===== src/hw/rtl/uer_pkg.sv =====
`timescale 1ns / 1ps
// ----------------------------------------------------------------------------
// uer_pkg
// Shared types and constants for the ultrasonic echo ranger.
// ----------------------------------------------------------------------------
package uer_pkg;

	localparam int TimeoutW = 16;
	localparam int ThreshW  = 16;
	localparam int DistW    = 14;
	localparam int AddrW    = 3;

	localparam logic [TimeoutW-1:0] TimeoutReset = 16'd30000;
	localparam logic [ThreshW-1:0]  ThreshReset  = 16'd300;

	localparam int TriggerHighTicksDef = 12;
	localparam int TriggerLowTicksDef  = 2;

	// floor(n * 343 / 2000) == (n * DistRecip) >> DistShift for any 16-bit n
	localparam logic [31:0] DistRecip = 32'd736586892;
	localparam int          DistShift = 32;

	typedef enum logic {
		REG_TIMEOUT   = 1'b0,
		REG_THRESHOLD = 1'b1
	} reg_idx_t;

	typedef enum logic [4:0] {
		PH_IDLE    = 5'b00001,
		PH_TLOW    = 5'b00010,
		PH_THIGH   = 5'b00100,
		PH_WAIT    = 5'b01000,
		PH_MEASURE = 5'b10000
	} phase_t;

	typedef struct packed {
		logic [TimeoutW-1:0] echo_limit;
		logic [ThreshW-1:0]  obstacle_threshold_mm;
	} cfg_t;

endpackage


===== src/hw/rtl/uer_if.sv =====
`timescale 1ns / 1ps
// ----------------------------------------------------------------------------
// uer_in_if / uer_out_if
// Valid/ready channels for tick items and ranging results.
// ----------------------------------------------------------------------------
interface uer_in_if;
	logic valid;
	logic ready;
	logic cmd;
	logic echo_level;

	modport source (output valid, cmd, echo_level, input ready);
	modport sink   (input valid, cmd, echo_level, output ready);
endinterface

interface uer_out_if;
	import uer_pkg::*;

	logic             valid;
	logic             ready;
	logic             trigger;
	logic             busy_res;
	logic             done_res;
	logic             ok;
	logic [TimeoutW-1:0] echo_us;
	logic [DistW-1:0] distance_mm;
	logic             obstacle;

	modport source (output valid, trigger, busy_res, done_res, ok, echo_us, distance_mm,
		obstacle, input ready);
	modport sink   (input valid, trigger, busy_res, done_res, ok, echo_us, distance_mm,
		obstacle, output ready);
endinterface


===== src/hw/rtl/uer_core.sv =====
`timescale 1ns / 1ps
// ----------------------------------------------------------------------------
// uer_core
// Trigger/echo sequencer: input register, one-tick state update, result
// register.
// ----------------------------------------------------------------------------
module uer_core #(
	parameter int TRIGGER_HIGH_TICKS = uer_pkg::TriggerHighTicksDef,
	parameter int TRIGGER_LOW_TICKS  = uer_pkg::TriggerLowTicksDef
) (
	input  logic          clk,
	input  logic          arst_n,
	input  uer_pkg::cfg_t cfg,
	uer_in_if.sink        in_ch,
	uer_out_if.source     out_ch
);
	import uer_pkg::*;

	localparam logic [TimeoutW-1:0] HighTicks = TimeoutW'(TRIGGER_HIGH_TICKS);
	localparam logic [TimeoutW-1:0] LowTicks  = TimeoutW'(TRIGGER_LOW_TICKS);

	logic                v_s1;
	logic                cmd_s1;
	logic                echo_s1;
	logic                advance;

	phase_t              phase_q;
	logic [TimeoutW-1:0] cnt_q;
	logic [TimeoutW-1:0] echo_time_q;
	logic [DistW-1:0]    dist_q;
	logic                ok_q;
	logic                out_valid_q;

	phase_t              phase_n;
	logic [TimeoutW-1:0] cnt_n;
	logic [TimeoutW-1:0] cnt_inc;
	logic [TimeoutW-1:0] echo_time_n;
	logic [DistW-1:0]    dist_n;
	logic                ok_n;
	logic                trig_n;
	logic                done_n;
	logic [47:0]         prod;

	assign advance     = !out_valid_q || out_ch.ready;
	assign in_ch.ready = !v_s1 || advance;
	assign out_ch.valid = out_valid_q;

	assign prod = 48'(cnt_q) * 48'(DistRecip);

	always_comb begin
		phase_n     = phase_q;
		cnt_n       = cnt_q;
		echo_time_n = echo_time_q;
		dist_n      = dist_q;
		ok_n        = ok_q;
		trig_n      = 1'b0;
		done_n      = 1'b0;
		if (phase_q == PH_IDLE && cmd_s1) begin
			ok_n    = 1'b0;
			phase_n = PH_TLOW;
			cnt_n   = '0;
		end
		cnt_inc = cnt_n + TimeoutW'(1);
		case (phase_n)
			PH_IDLE: begin
			end
			PH_TLOW: begin
				cnt_n = cnt_inc;
				if (cnt_inc >= LowTicks) begin
					phase_n = PH_THIGH;
					cnt_n   = '0;
				end
			end
			PH_THIGH: begin
				trig_n = 1'b1;
				cnt_n  = cnt_inc;
				if (cnt_inc >= HighTicks) begin
					phase_n = PH_WAIT;
					cnt_n   = '0;
				end
			end
			PH_WAIT: begin
				if (!echo_s1) begin
					if (cnt_q >= cfg.echo_limit) begin
						echo_time_n = '0;
						dist_n      = '0;
						ok_n        = 1'b0;
						phase_n     = PH_IDLE;
						cnt_n       = '0;
						done_n      = 1'b1;
					end else begin
						cnt_n = cnt_inc;
					end
				end else if (cfg.echo_limit == '0) begin
					// rising tick already at the width limit
					echo_time_n = '0;
					dist_n      = '0;
					ok_n        = 1'b0;
					phase_n     = PH_IDLE;
					cnt_n       = '0;
					done_n      = 1'b1;
				end else begin
					// rising tick counts as the first high tick
					phase_n = PH_MEASURE;
					cnt_n   = TimeoutW'(1);
				end
			end
			PH_MEASURE: begin
				if (echo_s1) begin
					if (cnt_q >= cfg.echo_limit) begin
						echo_time_n = cnt_q;
						dist_n      = '0;
						ok_n        = 1'b0;
						phase_n     = PH_IDLE;
						cnt_n       = '0;
						done_n      = 1'b1;
					end else begin
						cnt_n = cnt_inc;
					end
				end else begin
					echo_time_n = cnt_q;
					dist_n      = prod[DistShift +: DistW];
					ok_n        = 1'b1;
					phase_n     = PH_IDLE;
					cnt_n       = '0;
					done_n      = 1'b1;
				end
			end
			default: begin
				phase_n = PH_IDLE;
				cnt_n   = '0;
			end
		endcase
	end

	always_ff @(posedge clk or negedge arst_n) begin
		if (!arst_n) begin
			v_s1 <= 1'b0;
		end else if (in_ch.ready) begin
			v_s1 <= in_ch.valid;
		end
	end

	always_ff @(posedge clk) begin
		if (in_ch.valid && in_ch.ready) begin
			cmd_s1  <= in_ch.cmd;
			echo_s1 <= in_ch.echo_level;
		end
	end

	always_ff @(posedge clk or negedge arst_n) begin
		if (!arst_n) begin
			phase_q     <= PH_IDLE;
			cnt_q       <= '0;
			echo_time_q <= '0;
			dist_q      <= '0;
			ok_q        <= 1'b0;
			out_valid_q <= 1'b0;
		end else if (v_s1 && advance) begin
			phase_q     <= phase_n;
			cnt_q       <= cnt_n;
			echo_time_q <= echo_time_n;
			dist_q      <= dist_n;
			ok_q        <= ok_n;
			out_valid_q <= 1'b1;
		end else if (out_ch.ready) begin
			out_valid_q <= 1'b0;
		end
	end

	// result register: hold while the sink stalls
	always_ff @(posedge clk) begin
		if (v_s1 && advance) begin
			out_ch.trigger     <= trig_n;
			out_ch.busy_res    <= (phase_n != PH_IDLE);
			out_ch.done_res    <= done_n;
			out_ch.ok          <= ok_n;
			out_ch.echo_us     <= echo_time_n;
			out_ch.distance_mm <= dist_n;
			out_ch.obstacle    <= ok_n && (ThreshW'(dist_n) <= cfg.obstacle_threshold_mm);
		end
	end

endmodule


===== src/hw/rtl/ultrasonic_echo_ranger.sv =====
`timescale 1ns / 1ps
// ----------------------------------------------------------------------------
// ultrasonic_echo_ranger
// Ultrasonic range controller: one tick item in, one result item out.
// ----------------------------------------------------------------------------
// Path: the tick is taken into the input register at the transfer edge, then
//   into the result register once the result sink can take it; the whole tick
//   update sits between the two.
// Throughput: one tick per cycle while the result sink does not stall; a stalled
//   result register backs up only through the single input stage.
// Reset: arst_n clears the sequencer to idle, stored results to zero and the
//   registers to timeout 30000 us and threshold 300 mm.
module ultrasonic_echo_ranger #(
	parameter int TRIGGER_HIGH_TICKS = uer_pkg::TriggerHighTicksDef,
	parameter int TRIGGER_LOW_TICKS  = uer_pkg::TriggerLowTicksDef
) (
	input  logic                     clk,
	input  logic                     arst_n,
	uer_in_if.sink                   in_ch,
	uer_out_if.source                out_ch,
	input  logic                     psel,
	input  logic                     penable,
	input  logic                     pwrite,
	input  logic [uer_pkg::AddrW-1:0] paddr,
	input  logic [31:0]              pwdata,
	output logic [31:0]              prdata,
	output logic                     pready
);
	import uer_pkg::*;

	logic [TimeoutW-1:0] timeout_q;
	logic [ThreshW-1:0]  thresh_q;
	reg_idx_t            reg_idx;
	logic                wr_en;
	cfg_t                cfg;

	assign pready  = 1'b1;
	assign reg_idx = reg_idx_t'(paddr[2]);
	assign wr_en   = psel && penable && pwrite;

	always_ff @(posedge clk or negedge arst_n) begin
		if (!arst_n) begin
			timeout_q <= TimeoutReset;
			thresh_q  <= ThreshReset;
		end else if (wr_en) begin
			case (reg_idx)
				REG_TIMEOUT:   timeout_q <= pwdata[TimeoutW-1:0];
				REG_THRESHOLD: thresh_q  <= pwdata[ThreshW-1:0];
				default: begin
				end
			endcase
		end
	end

	always_comb begin
		case (reg_idx)
			REG_TIMEOUT:   prdata = 32'(timeout_q);
			REG_THRESHOLD: prdata = 32'(thresh_q);
			default:       prdata = '0;
		endcase
	end

	assign cfg.echo_limit            = timeout_q;
	assign cfg.obstacle_threshold_mm = thresh_q;

	uer_core #(
		.TRIGGER_HIGH_TICKS (TRIGGER_HIGH_TICKS),
		.TRIGGER_LOW_TICKS  (TRIGGER_LOW_TICKS)
	) u_core (
		.clk    (clk),
		.arst_n (arst_n),
		.cfg    (cfg),
		.in_ch  (in_ch),
		.out_ch (out_ch)
	);

endmodule


===== src/flat_wrapper.sv =====
// flat-port wrapper written by rule: the top's interface ports become plain ports
module ultrasonic_echo_ranger_flat import uer_pkg::*;
#(
	parameter int TRIGGER_HIGH_TICKS = uer_pkg::TriggerHighTicksDef,
	parameter int TRIGGER_LOW_TICKS  = uer_pkg::TriggerLowTicksDef
)
  (clk, arst_n, psel, penable, pwrite, paddr, pwdata, prdata, pready, in_ch_valid, in_ch_cmd, in_ch_echo_level, in_ch_ready, out_ch_valid, out_ch_trigger, out_ch_busy_res, out_ch_done_res, out_ch_ok, out_ch_echo_us, out_ch_distance_mm, out_ch_obstacle, out_ch_ready);
  uer_in_if in_ch_i ();
  uer_out_if out_ch_i ();
  input  logic clk;
  input  logic arst_n;
  input  logic psel;
  input  logic penable;
  input  logic pwrite;
  input  logic [uer_pkg::AddrW-1:0] paddr;
  input  logic [31:0] pwdata;
  output logic [31:0] prdata;
  output logic pready;
  input wire logic [$bits(in_ch_i.valid)-1:0] in_ch_valid;
  input wire logic [$bits(in_ch_i.cmd)-1:0] in_ch_cmd;
  input wire logic [$bits(in_ch_i.echo_level)-1:0] in_ch_echo_level;
  output wire logic [$bits(in_ch_i.ready)-1:0] in_ch_ready;
  output wire logic [$bits(out_ch_i.valid)-1:0] out_ch_valid;
  output wire logic [$bits(out_ch_i.trigger)-1:0] out_ch_trigger;
  output wire logic [$bits(out_ch_i.busy_res)-1:0] out_ch_busy_res;
  output wire logic [$bits(out_ch_i.done_res)-1:0] out_ch_done_res;
  output wire logic [$bits(out_ch_i.ok)-1:0] out_ch_ok;
  output wire logic [$bits(out_ch_i.echo_us)-1:0] out_ch_echo_us;
  output wire logic [$bits(out_ch_i.distance_mm)-1:0] out_ch_distance_mm;
  output wire logic [$bits(out_ch_i.obstacle)-1:0] out_ch_obstacle;
  input wire logic [$bits(out_ch_i.ready)-1:0] out_ch_ready;
  assign in_ch_i.valid = in_ch_valid;
  assign in_ch_i.cmd = in_ch_cmd;
  assign in_ch_i.echo_level = in_ch_echo_level;
  assign in_ch_ready = in_ch_i.ready;
  assign out_ch_valid = out_ch_i.valid;
  assign out_ch_trigger = out_ch_i.trigger;
  assign out_ch_busy_res = out_ch_i.busy_res;
  assign out_ch_done_res = out_ch_i.done_res;
  assign out_ch_ok = out_ch_i.ok;
  assign out_ch_echo_us = out_ch_i.echo_us;
  assign out_ch_distance_mm = out_ch_i.distance_mm;
  assign out_ch_obstacle = out_ch_i.obstacle;
  assign out_ch_i.ready = out_ch_ready;
  ultrasonic_echo_ranger #(.TRIGGER_HIGH_TICKS(TRIGGER_HIGH_TICKS), .TRIGGER_LOW_TICKS(TRIGGER_LOW_TICKS)) u_core (.clk(clk), .arst_n(arst_n), .in_ch(in_ch_i), .out_ch(out_ch_i), .psel(psel), .penable(penable), .pwrite(pwrite), .paddr(paddr), .pwdata(pwdata), .prdata(prdata), .pready(pready));
endmodule

===== config.mk =====
export PLATFORM = sky130hd
export DESIGN_NAME = ultrasonic_echo_ranger_flat
export DESIGN_NICKNAME = d
export VERILOG_FILES = /design/src/hw/rtl/uer_pkg.sv /design/src/hw/rtl/uer_if.sv /design/src/hw/rtl/uer_core.sv /design/src/hw/rtl/ultrasonic_echo_ranger.sv /design/src/flat_wrapper.sv
export SDC_FILE = /design/constraint.sdc
export NUM_CORES = 1
export LEC_CHECK = 0
export BUFFER_PORTS_ARGS = -buffer_cell sky130_fd_sc_hd__buf_4
export CAP_MARGIN = 20
export CORE_MARGIN = 1.5
export CORE_UTILIZATION = 45
export DETAILED_ROUTE_END_ITERATION = 6
export GPL_TIMING_DRIVEN = 1
export PLACE_DENSITY = 0.65
export SYNTH_ARGS = -nofsm -noshare
export SYNTH_HDL_FRONTEND = slang
export SYNTH_SLANG_ARGS = --single-unit

===== constraint.sdc =====
create_clock -name clk -period 7.5 [get_ports clk]
set_clock_uncertainty 0.15 [all_clocks]
set_input_delay 0.375 -clock clk [delete_from_list [all_inputs] [get_ports clk]]
set_output_delay 0.375 -clock clk [all_outputs]
set_load 0.05 [all_outputs]

==> impl_metrics.json, run 1 <==
{
  "gp_congestion": 0.936,
  "vias_per_cell": 5.42,
  "timing.hold.ws_ns": 0.0419,
  "worstReg2RegStart": "u_core.u_core.cnt_q[2]",
  "reg2reg_depth": 24,
  "drive_gt1_share_pct": 21.5,
  "worst-r2r-setup-slack_ns": 0.26,
  "path_max_fanout": 5,
  "crit_path_top_delay_cell": "or4_1",
  "core-area_um2": 31400,
  "min_path_cells": 2,
  "clk_pin_slew_ns": 0.06,
  "path_cells": "ha_1 -> inv_1 -> fa_1 -> fa_1 -> inv_1 -> fa_1 -> fa_1 -> inv_1 -> fa_1 -> inv_1 -> ha_1 -> nand2_1 -> or4_1 -> o21ai_0 -> a31oi_1 -> o31ai_1 -> xor2_1 -> a22o_1 -> ha_1 -> a21oi_1 -> nor2_1 -> nor4_2 -> o311ai_2 -> a21boi_1",
  "tightest_slew_ns": 1.09,
  "yosysSeqAreaShare_pct": 23.0,
  "synth_edf_count": 37,
  "rows": 65,
  "setup_viol": 0,
  "crit_arrival_ns": 7.38,
  "firstDrtPassIters": 7,
  "yosysWarnings": 0,
  "status": "finished clean",
  "io_pins": 114,
  "area_growth_pct": 18.0,
  "vias": 10900,
  "postSynthCellCount": 1446,
  "hold_end": "u_core.timeout_q[0]",
  "pre_cts_ws_ns": -0.120,
  "leakagePower_uw": 0.00879,
  "crit_family": "adder cells",
  "r2r_end": "u_core.u_core.out_ch.obstacle",
  "antenna_found_initial": 0,
  "cts_root_buf": "clkbuf_16",
  "hp-class": "in -> reg",
  "detail-route-antenna-nets": 0,
  "power.density_nw_per_um2": 149,
  "critPathBufInv": 4,
  "wl_per_cell_um": 19.3,
  "cts_sinks": 123,
  "path_class": "reg -> reg",
  "cts_buffers": 17,
  "postLayoutCoreUtil_pct": 53.6,
  "endpoint_kind": "register",
  "cp.depth": 24,
  "die-height_um": 181,
  "cts-htree-levels": 4,
  "startpoint_type": "register",
  "max_stage_delay_ns": 0.59,
  "synth-seq-cells": 123,
  "synth.avg_cell_area_um2": 9.87,
  "clkLatencyLatePin_ns": 0.42,
  "port_buffers": 78,
  "grt_use_total_pct": 24.6,
  "grt_pass1_wl_um": 62200,
  "die_x_um": 181,
  "setup_ws_ns": 0.255,
  "mostFrequentLayoutCells": "inv_1, ha_1, buf_4, fa_1, nand2_1",
  "slew_viol_final": 0,
  "hold_viol": 0,
  "die-area_um2": 32800,
  "clk_path_buf_depth": 2,
  "max-slew-margin-rel_pct": 27.1,
  "initial_core_util_pct": 45.5,
  "hold_start": "pwdata[0]",
  "crit_required_ns": 7.63,
  "diodes": 0,
  "drc": 0,
  "fmax_mhz": 138,
  "dpl.hpwl_um": 32200,
  "synth-main-ff-cell": "dfrtp_1",
  "cts_tree": "built",
  "fin_crit_sh_pct": 96.6,
  "synth-async-reset-ratio_pct": 69.9,
  "synth_area_um2": 14300,
  "wirelength_um": 38900,
  "fin_crit_ns": 7.24,
  "grt.overflow.total": 0,
  "crit_path_frequent_cell": "fa_1",
  "drv_cap": 0,
  "layout.nets": 2004,
  "grt_max_degree": 64,
  "synth_cell_types": 74,
  "drtIter0Drc": 712,
  "worst_ir_drop_vdd_v": 0.000146,
  "first_global_vias": 11200,
  "mostFrequentLayoutCell": "inv_1"
}
-- through the flow --
step / setup TNS, ns / total power (µW) / instance area [µm²] / instances
CTS: 0 / 2480 / 16500 / 2014
global route: -0.0321 / 2650 / 16800 / 2018
floorplan: 0 / 1410 / 14300 / 1461
global placement: -0.0532 / 1670 / 15800 / 1977
finish: 0 / 2510 / 16800 / 2018
detailed placement: -0.120 / 1680 / 15800 / 1977
-- registers in the layout, summed over array words and instances (netlist names) --
name	cells
u_core.u_core.ok_q	1
u_core.u_core.out_ch.distance_mm	14
u_core.u_core.phase_q	5
u_core.u_core.cmd_s1	1
u_core.u_core.v_s1	1
u_core.u_core.out_ch.obstacle	1
u_core.u_core.out_ch.valid	1
u_core.u_core.cnt_q	16
u_core.u_core.out_ch.ok	1
u_core.u_core.out_ch.trigger	1
u_core.u_core.out_ch.busy_res	1
u_core.u_core.out_ch.done_res	1
u_core.u_core.out_ch.echo_us	16
u_core.u_core.echo_s1	1
u_core.u_core.dist_q	14
u_core.thresh_q	16
u_core.timeout_q	16
u_core.u_core.echo_time_q	16
-- cells in the mapped netlist (9+ instances only) --
library cell    n  area share, %
a31oi_1        16           0.70
nor2_1         45            1.2
o211ai_1       11           0.58
and3_1         12           0.53
nand2b_1       15           0.66
nor2b_1         9           0.39
dfrtp_1        74             13
ha_1          196             17
clkbuf_1       30           0.79
a21oi_1        57            2.0
a21o_1         10           0.53
nand3b_1       11           0.58
inv_1         283            7.4
buf_2          10           0.35
buf_4          18           0.95
dfstp_2        12            2.2
nand2_1        81            2.1
o21ai_1        10           0.35
mux2_2         34            2.7
fa_1          161             23
nor3_1         19           0.67
nand3_1        33            1.2
xnor2_1        15           0.92
and2_1          9           0.39
o21ai_0        48            1.7
a22o_1         49            3.0
nand4_1        18           0.79
edfxtp_1       37            7.8
nor4_1         11           0.48
-- report_power, final --
part / internal [µW] / switching (µW) / leakage, µW
sequential: 786 / 67.4 / 0.00146
combinational: 298 / 555 / 0.00705
clock: 474 / 331 / 0.000279
total: 1560 / 953 / 0.00879
-- worst max-delay path by stage --
stage | slack, ns | to | from
global route | -0.03 | u_core.u_core.out_ch.obstacle | u_core.u_core.cnt_q[14]
detailed placement | -0.12 | u_core.u_core.out_ch.obstacle | u_core.u_core.cnt_q[4]
floorplan | 0.27 | u_core.u_core.out_ch.obstacle | u_core.u_core.cnt_q[11]
global placement | -0.05 | u_core.u_core.out_ch.obstacle | u_core.u_core.cnt_q[5]
CTS | 0.008 | u_core.u_core.out_ch.obstacle | u_core.u_core.cnt_q[4]
finish | 0.26 | u_core.u_core.out_ch.obstacle | u_core.u_core.cnt_q[2]
-- worst register-to-register path: stages (launching register included) --
cell	delay, ns
dfrtp_2	0.47
ha_1	0.33
inv_1	0.09
fa_1	0.48
fa_1	0.53
inv_1	0.05
fa_1	0.46
fa_1	0.54
inv_1	0.05
fa_1	0.52
inv_1	0.04
ha_1	0.29
nand2_1	0.09
or4_1	0.59
o21ai_0	0.36
a31oi_1	0.28
o31ai_1	0.33
xor2_1	0.26
a22o_1	0.24
ha_1	0.28
a21oi_1	0.15
nor2_1	0.07
nor4_2	0.16
o311ai_2	0.15
a21boi_1	0.15
-- layout make-up --
cell class | instances | area [µm²]
flip-flops and latches | 123 | 3280
inverters | 285 | 1070
clock inverters | 13 | 118
repair buffers | 184 | 1410
fillers | 2813 | 14600
well taps | 402 | 503
clock buffers | 19 | 453
multi-input cells | 992 | 10000
-- repair_timing --
item                                    4_1_cts  5_1_grt
pin swaps                                     3       40
endpoints found under the setup margin        1        1
endpoints found under the hold margin        26        0
setup buffers                                 1        4
hold buffers                                  4        0
gates resized for setup                       3       86
-- cells by family after synthesis --
logic type | share of synthesized area, %
xor gates and xnor gates | 1.41
buffers and inverters | 9.73
adders and majority gates | 39.8
muxes | 2.82
DFF | 23.0
and+or+nand+nor | 10.3
other | 0.0526
AOI/OAI and AO/OA | 13.0
-- routing by layer --
layer | track usage (%) | vias up | share of wire, %
met3 | 3.39 | 50 | 5.3
met4 | 4.47 | 2 | 1.8
met5 | 1.33 | - | 0.14
met2 | 39.3 | 312 | 46
met1 | 35.9 | 5410 | 47
li1 | - | 5171 | -
(Power assumes the default switching activity.)
==> run 2, diff against run 1 <==
--- a/config.mk
+++ b/config.mk
@@ -8,4 +8,5 @@
 export BUFFER_PORTS_ARGS = -buffer_cell sky130_fd_sc_hd__buf_4
 export CAP_MARGIN = 20
+export CORE_ASPECT_RATIO = 0.6
 export CORE_MARGIN = 1.5
 export CORE_UTILIZATION = 45
--- a/constraint.sdc
+++ b/constraint.sdc
@@ -3,3 +3,3 @@
 set_input_delay 0.375 -clock clk [delete_from_list [all_inputs] [get_ports clk]]
 set_output_delay 0.375 -clock clk [all_outputs]
-set_load 0.05 [all_outputs]
+set_load 0.005 [all_outputs]
==> run 2 against run 1 <==
Effect of this change:
- sequential share of layout area decreased by 0.56 points
- global-route usage increased by 2.0 points
- combinational power decreased by 10%
- wire length increased by 10%
- clock power increased by 3.6%
- fmax decreased by 0.95%
- register-to-register slack got worse by 0.07 ns
- cell count increased by 2.5%
- core utilization increased by 1.9 points
- setup slack got worse by 0.070 ns
- critical path type unchanged
- critical endpoint unchanged
- largest power group unchanged
==> impl_metrics.json, run 2 (synthesized netlist as in run 1, its figures left out) <==
{
  "crit_required_ns": 7.53,
  "first_global_vias": 11000,
  "cts_buffers": 17,
  "pwr-share-comb_pct": 31.3,
  "vias_per_cell": 5.55,
  "switching_share_pct": 33.8,
  "crit_path_frequent_cell": "fa_1",
  "vias": 11500,
  "mostFrequentLayoutCell": "inv_1",
  "grt_max_degree": 63,
  "grt_use_total_pct": 26.6,
  "fin_crit_ns": 7.31,
  "wirelength_um": 42900,
  "p_clk_share_pct": 34.0,
  "timing.hold.ws_ns": 0.0357,
  "drc": 0,
  "tightest_slew_ns": 1.00,
  "clk_pin_slew_ns": 0.06,
  "wl_per_cell_um": 20.8,
  "startpoint_type": "register",
  "power.density_nw_per_um2": 141,
  "dp_cells": 2010,
  "rows": 50,
  "setup_viol": 0,
  "mostFrequentLayoutCells": "inv_1, buf_4, ha_1, fa_1, nand2_1",
  "max-slew-margin-rel_pct": 32.9,
  "dpl.hpwl_um": 35300,
  "endpoint_kind": "register",
  "max_stage_delay_ns": 0.61,
  "slew_viol_final": 0,
  "fmax_mhz": 137,
  "worst_ir_drop_vdd_v": 0.000165,
  "hp-class": "in -> reg",
  "grt.overflow.total": 0,
  "port_buffers": 78,
  "io_pins": 114,
  "crit_path_top_delay_cell": "fa_2",
  "grt_pass1_wl_um": 65000,
  "cts_sinks": 123,
  "cts_tree": "built",
  "detail-route-antenna-nets": 0,
  "totalPowerFinal_uw": 2450,
  "path_max_fanout": 4,
  "clk_path_buf_depth": 2,
  "die_x_um": 233,
  "layout.nets": 2040,
  "drtIter0Drc": 1056,
  "drv_cap": 0,
  "crit_arrival_ns": 7.34,
  "fin_crit_sh_pct": 97.5,
  "path_class": "reg -> reg",
  "die-area_um2": 32800,
  "area_growth_pct": 21.5,
  "p_sw_uw": 830,
  "die-height_um": 141,
  "hold_viol": 0,
  "status": "finished clean",
  "core-area_um2": 31200,
  "final_cell_count_no_fill": 2068,
  "internal_power_uw": 1620,
  "leakagePower_uw": 0.00900,
  "seqPwrFrac_pct": 34.7,
  "clkLatencyLatePin_ns": 0.43,
  "cts_root_buf": "clkbuf_16",
  "drive_gt1_share_pct": 24.7,
  "firstDrtPassIters": 5,
  "cts-htree-levels": 4,
  "diodes": 0,
  "gp_congestion": 0.972,
  "antenna_found_initial": 0,
  "initial_core_util_pct": 45.7
}
run 2: cell count changes in the layout (fill, tap and decap cells not counted), sizes merged:
cell      change
buf          +36
clkinvlp      +4
clkinv        -3
inv           -3
bufinv        +2
run 2: final timing paths:
check,start,endpoint,slack [ns],cells after the start
min,pwdata[4],u_core.timeout_q[4],0.04,2
min in group asynchronous,arst_n,u_core.timeout_q[3],0.24,2
max reg2reg,u_core.u_core.cnt_q[10],u_core.u_core.out_ch.obstacle,0.19,25
max in group asynchronous,arst_n,u_core.u_core.cnt_q[6],5.71,3
min reg2reg,u_core.u_core.v_s1,u_core.u_core.out_ch.valid,0.34,1
max,u_core.u_core.cnt_q[10],u_core.u_core.out_ch.obstacle,0.19,25
run 2: per-stage QoR:
stage	utilization (%)	worst slack, ns	setup TNS, ns	instance area [µm²]
finish	55.6	0.186	0	17300
global route	55.6	-0.0514	-0.0514	17300
CTS	53.4	0.0158	0	16700
detailed placement	51.2	-0.246	-0.246	16000
global placement	51.2	-0.174	-0.174	16000
floorplan	-	0.273	0	14300
run 2: what timing repair did:
action	in CTS	in global routing
endpoints found under the setup margin	1	1
hold buffers	4	0
pin swaps	7	57
resized for setup	18	114
endpoints found under the hold margin	27	0
buffers inserted	0	20
run 2: power groups by stage:
stage	sequential [µW]	combinational (µW)	clock, µW
2_1_floorplan	845	419	0
3_3_place_gp	855	681	0
3_5_place_dp	859	691	0
4_1_cts	848	705	836
5_1_grt	858	841	873
6_report	852	767	834
run 2: layer usage:
layer | share of wire (%) | wire length, µm | GRT usage, %
met1 | 52 | 22100 | 43.9
met2 | 38 | 16200 | 32.4
met3 | 9.7 | 4180 | 9.28
met4 | 1.0 | 429 | 4.41
met5 | 0.10 | 45 | 1.04
run 2: critical path: cells and delay by family, from the launching register on:
| kind | cells | cell delay, ns |
|---|---|---|
| adders and majority gates | 8 | 3.66 |
| AOI/OAI and AO/OA | 7 | 1.50 |
| buffers and inverters | 5 | 0.65 |
| and+or+nand+nor | 4 | 0.63 |
| DFF | 1 | 0.39 |
| xor gates and xnor gates | 1 | 0.07 |
run 2: area by class of cell:
type,instances,area (µm²)
fillers,2798,13900
multi-input cells,992,10200
flip-flops and latches,123,3290
repair buffers,220,1690
inverters,285,1070
well taps,416,520
clock buffers,19,433
clock inverters,13,151
